===== src/hw/rtl/uartrb_pkg.sv =====
package uartrb_pkg;

  // operation codes (s_tuser)
  localparam logic [2:0] OP_LINE_BYTE = 3'd0;
  localparam logic [2:0] OP_RX_ERROR  = 3'd1;
  localparam logic [2:0] OP_SW_READ   = 3'd2;
  localparam logic [2:0] OP_SW_WRITE  = 3'd3;
  localparam logic [2:0] OP_TX_READY  = 3'd4;

  // result status codes
  localparam logic [1:0] ST_DONE  = 2'd0;
  localparam logic [1:0] ST_FULL  = 2'd1;
  localparam logic [1:0] ST_EMPTY = 2'd2;

  // configuration register indexes
  localparam logic [1:0] CFG_RX_SIZE   = 2'd0;
  localparam logic [1:0] CFG_TX_SIZE   = 2'd1;
  localparam logic [1:0] CFG_WAKE_TASK = 2'd2;

  localparam logic [8:0] SIZE_RESET = 9'd256;

  typedef struct packed {
    logic [8:0]  rx_size;
    logic [8:0]  tx_size;
    logic [15:0] wake_task;
  } cfg_t;

  typedef struct packed {
    logic [1:0]  status;
    logic [7:0]  data_out;
    logic        data_valid;
    logic        last;
    logic [7:0]  rx_available;
    logic [15:0] overflow_count;
    logic [15:0] error_count;
    logic        notify;
    logic [15:0] notify_task;
  } result_t;

  // advance a ring index, wrapping at the ring size
  function automatic logic [8:0] ring_next(logic [8:0] idx, logic [8:0] size);
    logic [8:0] n;
    n = idx + 9'd1;
    return (n >= size) ? 9'd0 : n;
  endfunction

  // bytes held between read and write index, modulo 256
  function automatic logic [7:0] ring_fill(logic [8:0] wr, logic [8:0] rd,
                                           logic [8:0] size);
    logic [9:0] d;
    if (size == 9'd0) begin
      d = 10'd0;
    end else if (wr >= rd) begin
      d = {1'b0, wr} - {1'b0, rd};
    end else begin
      d = {1'b0, size} + {1'b0, wr} - {1'b0, rd};
    end
    return d[7:0];
  endfunction

endpackage


===== src/hw/rtl/uartrb_ram.sv =====
module uartrb_ram #(
  parameter int WIDTH = 8,
  parameter int DEPTH = 256
) (
  input  logic                     clk,
  input  logic                     we,
  input  logic [$clog2(DEPTH)-1:0] waddr,
  input  logic [WIDTH-1:0]         wdata,
  input  logic [$clog2(DEPTH)-1:0] raddr,
  output logic [WIDTH-1:0]         rdata
);

  logic [WIDTH-1:0] mem [DEPTH];

  always_ff @(posedge clk) begin
    if (we) begin
      mem[waddr] <= wdata;
    end
    rdata <= mem[raddr];
  end

endmodule


===== src/hw/rtl/uartrb_core.sv =====
module uartrb_core
  import uartrb_pkg::*;
#(
  parameter int RING_DEPTH = 256,
  parameter int MAX_READ   = 64
) (
  input  logic       clk,
  input  logic       rst,
  input  cfg_t       cfg,
  input  logic       in_valid,
  output logic       in_ready,
  input  logic [2:0] in_op,
  input  logic [7:0] in_data,
  input  logic [6:0] in_count,
  output logic       out_valid,
  input  logic       out_ready,
  output result_t    out_res
);

  // sizes are 9 bits, so no index ever exceeds 510
  localparam int EFF_MAX = (RING_DEPTH > 511) ? 511 : RING_DEPTH;
  localparam int AW      = $clog2(EFF_MAX);

  localparam logic [2:0] S_IDLE    = 3'd0;
  localparam logic [2:0] S_EXEC    = 3'd1;
  localparam logic [2:0] S_WALK    = 3'd2;
  localparam logic [2:0] S_RD_EMIT = 3'd3;
  localparam logic [2:0] S_RD_WAIT = 3'd4;

  logic [2:0]    state, state_next;
  logic [2:0]    op;
  logic [7:0]    din;
  logic [6:0]    cnt;
  logic [AW-1:0] rx_wr, rx_wr_next, rx_rd, rx_rd_next;
  logic [AW-1:0] tx_wr, tx_wr_next, tx_rd, tx_rd_next;
  logic [AW-1:0] walk_idx, walk_idx_next;
  logic [6:0]    walk_n, walk_n_next;
  logic [6:0]    remain, remain_next;
  logic [7:0]    avail, avail_next;
  logic [15:0]   dropped, dropped_next;
  logic [15:0]   errs, errs_next;

  logic          emit;
  result_t       res;
  logic          rx_we, tx_we;
  logic [7:0]    rx_rdata, tx_rdata;

  logic [8:0]    rx_eff, tx_eff;
  logic [8:0]    rx_wr9, rx_rd9, tx_wr9, tx_rd9, walk9;
  logic [8:0]    rx_wr_adv, rx_rd_adv, tx_wr_adv, tx_rd_adv, walk_adv;
  logic          out_free;
  logic [6:0]    cnt_cap;

  assign rx_eff = (cfg.rx_size > 9'(EFF_MAX)) ? 9'(EFF_MAX) : cfg.rx_size;
  assign tx_eff = (cfg.tx_size > 9'(EFF_MAX)) ? 9'(EFF_MAX) : cfg.tx_size;

  assign rx_wr9 = 9'(rx_wr);
  assign rx_rd9 = 9'(rx_rd);
  assign tx_wr9 = 9'(tx_wr);
  assign tx_rd9 = 9'(tx_rd);
  assign walk9  = 9'(walk_idx);

  assign rx_wr_adv = ring_next(rx_wr9, rx_eff);
  assign rx_rd_adv = ring_next(rx_rd9, rx_eff);
  assign tx_wr_adv = ring_next(tx_wr9, tx_eff);
  assign tx_rd_adv = ring_next(tx_rd9, tx_eff);
  assign walk_adv  = ring_next(walk9, rx_eff);

  assign out_free = !out_valid || out_ready;
  assign in_ready = (state == S_IDLE);
  assign cnt_cap  = (in_count > 7'(MAX_READ)) ? 7'(MAX_READ) : in_count;

  uartrb_ram #(.WIDTH(8), .DEPTH(EFF_MAX)) u_rx_ram (
    .clk   (clk),
    .we    (rx_we),
    .waddr (rx_wr),
    .wdata (din),
    .raddr (rx_rd),
    .rdata (rx_rdata)
  );

  uartrb_ram #(.WIDTH(8), .DEPTH(EFF_MAX)) u_tx_ram (
    .clk   (clk),
    .we    (tx_we),
    .waddr (tx_wr),
    .wdata (din),
    .raddr (tx_rd),
    .rdata (tx_rdata)
  );

  always_comb begin
    state_next    = state;
    rx_wr_next    = rx_wr;
    rx_rd_next    = rx_rd;
    tx_wr_next    = tx_wr;
    tx_rd_next    = tx_rd;
    walk_idx_next = walk_idx;
    walk_n_next   = walk_n;
    remain_next   = remain;
    avail_next    = avail;
    dropped_next  = dropped;
    errs_next     = errs;
    rx_we         = 1'b0;
    tx_we         = 1'b0;
    emit          = 1'b0;

    res                = '0;
    res.status         = ST_DONE;
    res.last           = 1'b1;
    res.rx_available   = ring_fill(rx_wr9, rx_rd9, rx_eff);
    res.overflow_count = dropped;
    res.error_count    = errs;

    case (state)
      S_IDLE: begin
        if (in_valid) begin
          walk_idx_next = rx_rd;
          walk_n_next   = 7'd0;
          state_next    = (in_op == OP_SW_READ) ? S_WALK : S_EXEC;
        end
      end

      S_EXEC: begin
        if (out_free) begin
          emit       = 1'b1;
          state_next = S_IDLE;
          case (op)
            OP_LINE_BYTE: begin
              if (rx_wr_adv != rx_rd9) begin
                rx_we            = 1'b1;
                rx_wr_next       = AW'(rx_wr_adv);
                res.rx_available = ring_fill(rx_wr_adv, rx_rd9, rx_eff);
                res.notify       = (cfg.wake_task != 16'd0);
                res.notify_task  = cfg.wake_task;
              end else begin
                dropped_next       = dropped + 16'd1;
                res.status         = ST_FULL;
                res.overflow_count = dropped_next;
              end
            end
            OP_RX_ERROR: begin
              errs_next       = errs + 16'd1;
              res.error_count = errs_next;
            end
            OP_SW_READ: begin
              // only reached when the walk found nothing to read
              res.status = (cnt == 7'd0) ? ST_DONE : ST_EMPTY;
            end
            OP_SW_WRITE: begin
              if (tx_wr_adv != tx_rd9) begin
                tx_we      = 1'b1;
                tx_wr_next = AW'(tx_wr_adv);
              end else begin
                res.status = ST_FULL;
              end
            end
            OP_TX_READY: begin
              if (tx_wr != tx_rd) begin
                res.data_out   = tx_rdata;
                res.data_valid = 1'b1;
                tx_rd_next     = AW'(tx_rd_adv);
              end else begin
                res.status = ST_EMPTY;
              end
            end
            default: begin
            end
          endcase
        end
      end

      // step a scratch index to find the burst length and the final fill
      S_WALK: begin
        if (walk_n == cnt || walk_idx == rx_wr) begin
          avail_next  = ring_fill(rx_wr9, walk9, rx_eff);
          remain_next = walk_n;
          state_next  = (walk_n == 7'd0) ? S_EXEC : S_RD_EMIT;
        end else begin
          walk_idx_next = AW'(walk_adv);
          walk_n_next   = walk_n + 7'd1;
        end
      end

      S_RD_EMIT: begin
        res.data_out     = rx_rdata;
        res.data_valid   = 1'b1;
        res.last         = (remain == 7'd1);
        res.rx_available = avail;
        if (out_free) begin
          emit        = 1'b1;
          rx_rd_next  = AW'(rx_rd_adv);
          remain_next = remain - 7'd1;
          state_next  = (remain == 7'd1) ? S_IDLE : S_RD_WAIT;
        end
      end

      // new read address goes out; data lands next cycle
      S_RD_WAIT: begin
        state_next = S_RD_EMIT;
      end

      default: begin
        state_next = S_IDLE;
      end
    endcase
  end

  always_ff @(posedge clk) begin
    if (rst) begin
      state     <= S_IDLE;
      rx_wr     <= '0;
      rx_rd     <= '0;
      tx_wr     <= '0;
      tx_rd     <= '0;
      dropped   <= '0;
      errs      <= '0;
      out_valid <= 1'b0;
    end else begin
      state     <= state_next;
      rx_wr     <= rx_wr_next;
      rx_rd     <= rx_rd_next;
      tx_wr     <= tx_wr_next;
      tx_rd     <= tx_rd_next;
      dropped   <= dropped_next;
      errs      <= errs_next;
      if (emit) begin
        out_valid <= 1'b1;
      end else if (out_ready) begin
        out_valid <= 1'b0;
      end
    end
  end

  always_ff @(posedge clk) begin
    if (state == S_IDLE && in_valid) begin
      op  <= in_op;
      din <= in_data;
      cnt <= cnt_cap;
    end
    walk_idx <= walk_idx_next;
    walk_n   <= walk_n_next;
    remain   <= remain_next;
    avail    <= avail_next;
    if (emit) begin
      out_res <= res;
    end
  end

endmodule


===== src/hw/rtl/uart_rx_tx_ring_buffers_top.sv =====
// A single-result beat moves to the execute state on acceptance and executes once the
//   result register is free; its result is presented the cycle after it executes.
// A read holds the input through acceptance and a walk that counts the bytes to read,
//   then an emit per byte with a wait between, paced by the RAM's one read port.
// Reset (rst, sync, active high): indices and counters clear, sizes go to 256,
//   wake task to 0; RAM contents are not cleared.
module uart_rx_tx_ring_buffers_top
  import uartrb_pkg::*;
#(
  parameter int RING_DEPTH = 256,
  parameter int MAX_READ   = 64
) (
  input  logic        clk,
  input  logic        rst,
  // input stream
  input  logic        s_tvalid,
  output logic        s_tready,
  input  logic [15:0] s_tdata,   // [7:0] data_in, [14:8] count, [15] zero
  input  logic [2:0]  s_tuser,   // [2:0] operation
  // result stream
  output logic        m_tvalid,
  input  logic        m_tready,
  output logic [71:0] m_tdata,   // [1:0] status, [9:2] data_out, [17:10] rx_available,
                                 // [33:18] overflow_count, [49:34] error_count,
                                 // [50] notify, [66:51] notify_task, [71:67] zero
  output logic        m_tuser,   // [0] data_valid
  output logic        m_tlast,   // last result beat of an input beat
  // configuration writes
  input  logic        cfg_wr_en,
  input  logic [1:0]  cfg_index,
  input  logic [15:0] cfg_data
);

  cfg_t    cfg;
  result_t res;

  // config registers; index 3 is not decoded
  always_ff @(posedge clk) begin
    if (rst) begin
      cfg.rx_size   <= SIZE_RESET;
      cfg.tx_size   <= SIZE_RESET;
      cfg.wake_task <= 16'd0;
    end else if (cfg_wr_en) begin
      case (cfg_index)
        CFG_RX_SIZE:   cfg.rx_size   <= cfg_data[8:0];
        CFG_TX_SIZE:   cfg.tx_size   <= cfg_data[8:0];
        CFG_WAKE_TASK: cfg.wake_task <= cfg_data;
        default: begin
        end
      endcase
    end
  end

  // sequencer with both ring RAMs and the result register
  uartrb_core #(
    .RING_DEPTH (RING_DEPTH),
    .MAX_READ   (MAX_READ)
  ) u_core (
    .clk       (clk),
    .rst       (rst),
    .cfg       (cfg),
    .in_valid  (s_tvalid),
    .in_ready  (s_tready),
    .in_op     (s_tuser),
    .in_data   (s_tdata[7:0]),
    .in_count  (s_tdata[14:8]),
    .out_valid (m_tvalid),
    .out_ready (m_tready),
    .out_res   (res)
  );

  assign m_tdata = {5'd0, res.notify_task, res.notify, res.error_count,
                    res.overflow_count, res.rx_available, res.data_out, res.status};
  assign m_tuser = res.data_valid;
  assign m_tlast = res.last;

endmodule


===== config.mk =====
export PLATFORM = sky130hd
export DESIGN_NAME = uart_rx_tx_ring_buffers_top
export DESIGN_NICKNAME = d
export VERILOG_FILES = /design/src/hw/rtl/uartrb_pkg.sv /design/src/hw/rtl/uartrb_ram.sv /design/src/hw/rtl/uartrb_core.sv /design/src/hw/rtl/uart_rx_tx_ring_buffers_top.sv
export SDC_FILE = /design/constraint.sdc
export NUM_CORES = 2
export LEC_CHECK = 0
export BUFFER_PORTS_ARGS = -buffer_cell sky130_fd_sc_hd__buf_2
export CORE_AREA = 2 2 910 550
export CTS_BUF_LIST = sky130_fd_sc_hd__clkbuf_16
export CTS_CLUSTER_DIAMETER = 40
export CTS_CLUSTER_SIZE = 28
export DETAILED_ROUTE_END_ITERATION = 10
export DIE_AREA = 0 0 912 552
export GPL_ROUTABILITY_DRIVEN = 0
export SLEW_MARGIN = 10
export SYNTH_ARGS = -nofsm -noshare
export SYNTH_HDL_FRONTEND = slang
export SYNTH_HIERARCHICAL = 1
export SYNTH_SLANG_ARGS = --single-unit

===== constraint.sdc =====
create_clock -name clk -period 9.5 [get_ports clk]
set_input_delay 0.95 -clock clk [delete_from_list [all_inputs] [get_ports clk]]
set_output_delay 0.95 -clock clk [all_outputs]
set_load 0.005 [all_outputs]

==> impl_metrics.env <==
export IMPL_status="finished, violations left"
export IMPL_violations="max-slew violations"
export IMPL_hpwl_um=293000
export IMPL_regToRegEndpoint="u_core/u_rx_ram/mem[45][6]"
export IMPL_fp_coreArea_um2=496000
export IMPL_track_usage_pct=17.9
export IMPL_antenna_left=0
export IMPL_insertion_delay_ps=980
export IMPL_timing_fmax_mhz=133
export IMPL_first_iter_violations=13100
export IMPL_clkSinkCount=4331
export IMPL_maxCapViolations=0
export IMPL_switching_share_pct=21.8
export IMPL_fin_hold_ws_ps=183
export IMPL_syn_cell_area_um2=173000
export IMPL_required_ps=10050
export IMPL_final_min_clock_period_ps=7520
export IMPL_fin_crit_sh_pct=79.1
export IMPL_layout_nets=9218
export IMPL_rr_worst_depth=18
export IMPL_final_common_cell="edfxtp_1"
export IMPL_slowest_delay_ps=930
export IMPL_cpMaxStageDelayCell="nand4_1"
export IMPL_ys_flop_type="edfxtp_1"
export IMPL_cp_cell_sequence="ha_1, nand3_1, nor2_1, xor2_1, ha_1, a21o_1, a21o_1, a221o_1, a21oi_1, nand2_1, inv_1, ha_1, nand4_1, or2_4, o211a_2, nand4_1, buf_4, nor2_1"
export IMPL_final_cell_mix="edfxtp_1, mux4_2, nor2_1, clkbuf_16, mux2i_1"
export IMPL_synth_edff_count=4213
export IMPL_hold_buffers=0
export IMPL_syn_to_final_growth_pct=13.2
export IMPL_die_area_um2=503000
export IMPL_register_area_um2=129000
export IMPL_p_seq_share_pct=52.8
export IMPL_port_buffers=111
export IMPL_multi_input_area_um2=40600
export IMPL_clkPwrFrac_pct=45.2
export IMPL_layout_drive_gt1_share_pct=21.9
export IMPL_cp_top_family="simple AND/OR/NAND/NOR gates"
export IMPL_seq_area_frac_synth_pct=74.6
export IMPL_crit_fanout=23
export IMPL_crit_path_frequent_cell="ha_1"
export IMPL_ir_worst_vdd_uv=168
export IMPL_grt_overflow=0
export IMPL_min_path_type="in2reg"
export IMPL_core_rowCount=201
export IMPL_synth_distinct_cells=101
export IMPL_wl_per_cell_um=29.1
export IMPL_slew_headroom_pct=-2.74
export IMPL_synth_async_sr_flop_share_pct=0
export IMPL_grt_setup_unrepaired="false"
export IMPL_root_buffer="clkbuf_16"
export IMPL_start_util_pct=34.8
export IMPL_cp_end_kind="flip-flop"
export IMPL_hp_start="s_tdata[4]"
export IMPL_antenna_found_initial=30
export IMPL_fin_ws_ps=1980
export IMPL_clkTransAtPathRegs_ps=70
export IMPL_wirelength_um=467000
export IMPL_power_combinational_fraction_pct=2.0
export IMPL_ys_ff_latch=4331
export IMPL_avgSynthCellArea_um2=19.5
export IMPL_post_place_ws_ps=2070
export IMPL_yosys_warnings=6
export IMPL_r2r_start="u_core/rx_wr[1]"
export IMPL_worst_slew_pin_slew_ps=1540
export IMPL_fp_dieW_um=912
export IMPL_vias=91500
export IMPL_grt_max_degree=217
export IMPL_hold_path_endpoint="u_core/din[4]"
export IMPL_grt_pass1_vias=88000
export IMPL_drcViolationCount=0
export IMPL_drv_slew=37
export IMPL_fin_skew_ps=68.3
export IMPL_clk_path_buf_depth=4
export IMPL_intPower_w=0.0313
export IMPL_cp_data_arrival_time_ps=8060
export IMPL_syn_inst=8840
export IMPL_critPathKind="reg2reg"
export IMPL_fin_area_um2=196000
export IMPL_cts_resized=0
export IMPL_p_per_area_nw_per_um2=205
export IMPL_switchingPower_w=0.00872
export IMPL_cts_htree_levels=5
export IMPL_layout_cells_non_filler=16000
export IMPL_drtPass1Iterations=5
export IMPL_rrSetupSlack_ps=1980
export IMPL_hold_violations=0
export IMPL_grt_pass1_wl_um=660000
export IMPL_p_leak_nw=58.8
export IMPL_final_setup_viol_count=0
export IMPL_numPlacedInstances=15200
export IMPL_num_fill_cells=43600
export IMPL_numCtsBuffers=441
export IMPL_dpl_cell_area_um2=180000
export IMPL_die_h_um=552
export IMPL_cts_tree="yes"
export IMPL_min_path_cells=1
export IMPL_critPathBufInv=2
export IMPL_postCtsSetupBuffers=0
export IMPL_start_kind="flip-flop"
export IMPL_drt_vias_per_instance=5.70
export IMPL_io_pins=118
export IMPL_setup_tns_ps=0
-- cell usage after synthesis (all sizes together) (36+ instances only) --
| cell type | n | area [um^2] |
|---|---|---|
| nor2b | 89 | 559 |
| nor2 | 647 | 2430 |
| a21oi | 247 | 1240 |
| inv | 81 | 304 |
| nand3 | 103 | 515 |
| dfxtp | 118 | 2360 |
| nand4 | 36 | 225 |
| a211oi | 41 | 325 |
| xor2 | 55 | 489 |
| clkbuf | 251 | 942 |
| nand2 | 169 | 637 |
| o221ai | 102 | 906 |
| nand2b | 86 | 538 |
| nor4 | 67 | 469 |
| ha | 108 | 1350 |
| and2 | 68 | 425 |
| edfxtp | 4213 | 127000 |
| o22ai | 59 | 369 |
| buf | 264 | 2210 |
| mux4 | 912 | 20600 |
| o21ai | 72 | 360 |
| nor3 | 70 | 372 |
| mux2i | 317 | 3170 |
| a22oi | 273 | 2050 |
| xnor2 | 73 | 647 |
-- sequential cells by signal, indices dropped and copies added, names as in the netlist, 8 cells and up --
name	count
u_core/u_rx_ram/mem	2048
u_core/u_tx_ram/mem	2048
u_core/out_res	69
cfg	34
u_core/dropped	16
u_core/errs	16
u_core/avail	8
u_core/din	8
u_core/rx_rd	8
u_core/rx_wr	8
u_core/tx_rd	8
u_core/tx_wr	8
u_core/u_rx_ram/rdata	8
u_core/u_tx_ram/rdata	8
u_core/walk_idx	8
-- metal layers --
layer  track usage (%)  wire, um  part of all wire [%]  up-vias
met3              6.43     65700                    14      582
met4              3.71     10100                   2.2       12
li1                  -         -                     -    36800
met2              23.8    188000                    40     5488
met1              27.9    203000                    44    48600
met5                 0        72                 0.015        -
-- cells by family (layout without fill, tap and decap cells) --
family                   after synthesis  in the layout  share of synthesized area [%]
multiplexers                        1235           1235                           13.8
XOR/XNOR                             129            129                          0.671
other                                  1             15                        0.00217
AO/OA/AOI/OAI                       1003           1003                           4.07
adder cells (fa/ha/maj)              121            121                          0.933
flip-flops                          4331           4331                           74.6
buffers and inverters                599           1185                           2.01
AND/OR/NAND/NOR                     1421           1421                           3.94
-- cell type report --
class / count / area share (%)
Antenna cell: 10 / 0.0128
Clock buffer: 447 / 5.72
Clock inverter: 371 / 2.12
Inverter: 84 / 0.162
Multi-Input combinational cell: 3914 / 20.8
Sequential cell: 4331 / 65.9
Tap cell: 6597 / 4.22
Timing Repair Buffer: 283 / 1.09
-- power by group through the flow --
stage                     clock, W  sequential, W  combinational, W
final                       0.0181         0.0211          0.000794
after CTS                   0.0184         0.0211          0.000806
after detailed placement         0         0.0216          0.000808
after global placement           0         0.0216          0.000764
after global routing        0.0191         0.0211          0.000862
after floorplan                  0         0.0219          0.000224
-- worst reg2reg max path, delay by kind of cell (launching register included) --
family	cells	cell delay [ps]
compound gates	5	1750
fa+ha+maj	3	880
simple gates	7	2660
flops	1	880
buf+inv	2	720
xor+xnor	1	220
-- stage by stage --
step / total power, W / util [%]
6_report: 0.0400 / 39.4
5_1_grt: 0.0411 / 39.4
4_1_cts: 0.0403 / 39.4
3_5_place_dp: 0.0224 / 36.3
3_3_place_gp: 0.0223 / 36.3
2_1_floorplan: 0.0221 / -
-- worst max-delay path by stage --
stage	startpoint	to	cells past startpoint	slack, ps
floorplan	u_core/din[0]	u_core/u_rx_ram/mem[0][0]	0	1910
global placement	u_core/rx_wr[1]	u_core/u_rx_ram/mem[45][5]	18	1970
detailed placement	u_core/rx_wr[1]	u_core/u_rx_ram/mem[77][3]	18	2070
CTS	u_core/rx_wr[1]	u_core/u_rx_ram/mem[45][4]	18	2020
global route	u_core/rx_wr[1]	u_core/u_rx_ram/mem[45][6]	18	1530
finish	u_core/rx_wr[1]	u_core/u_rx_ram/mem[45][6]	18	1980
Power figures use the tool's default switching activity.
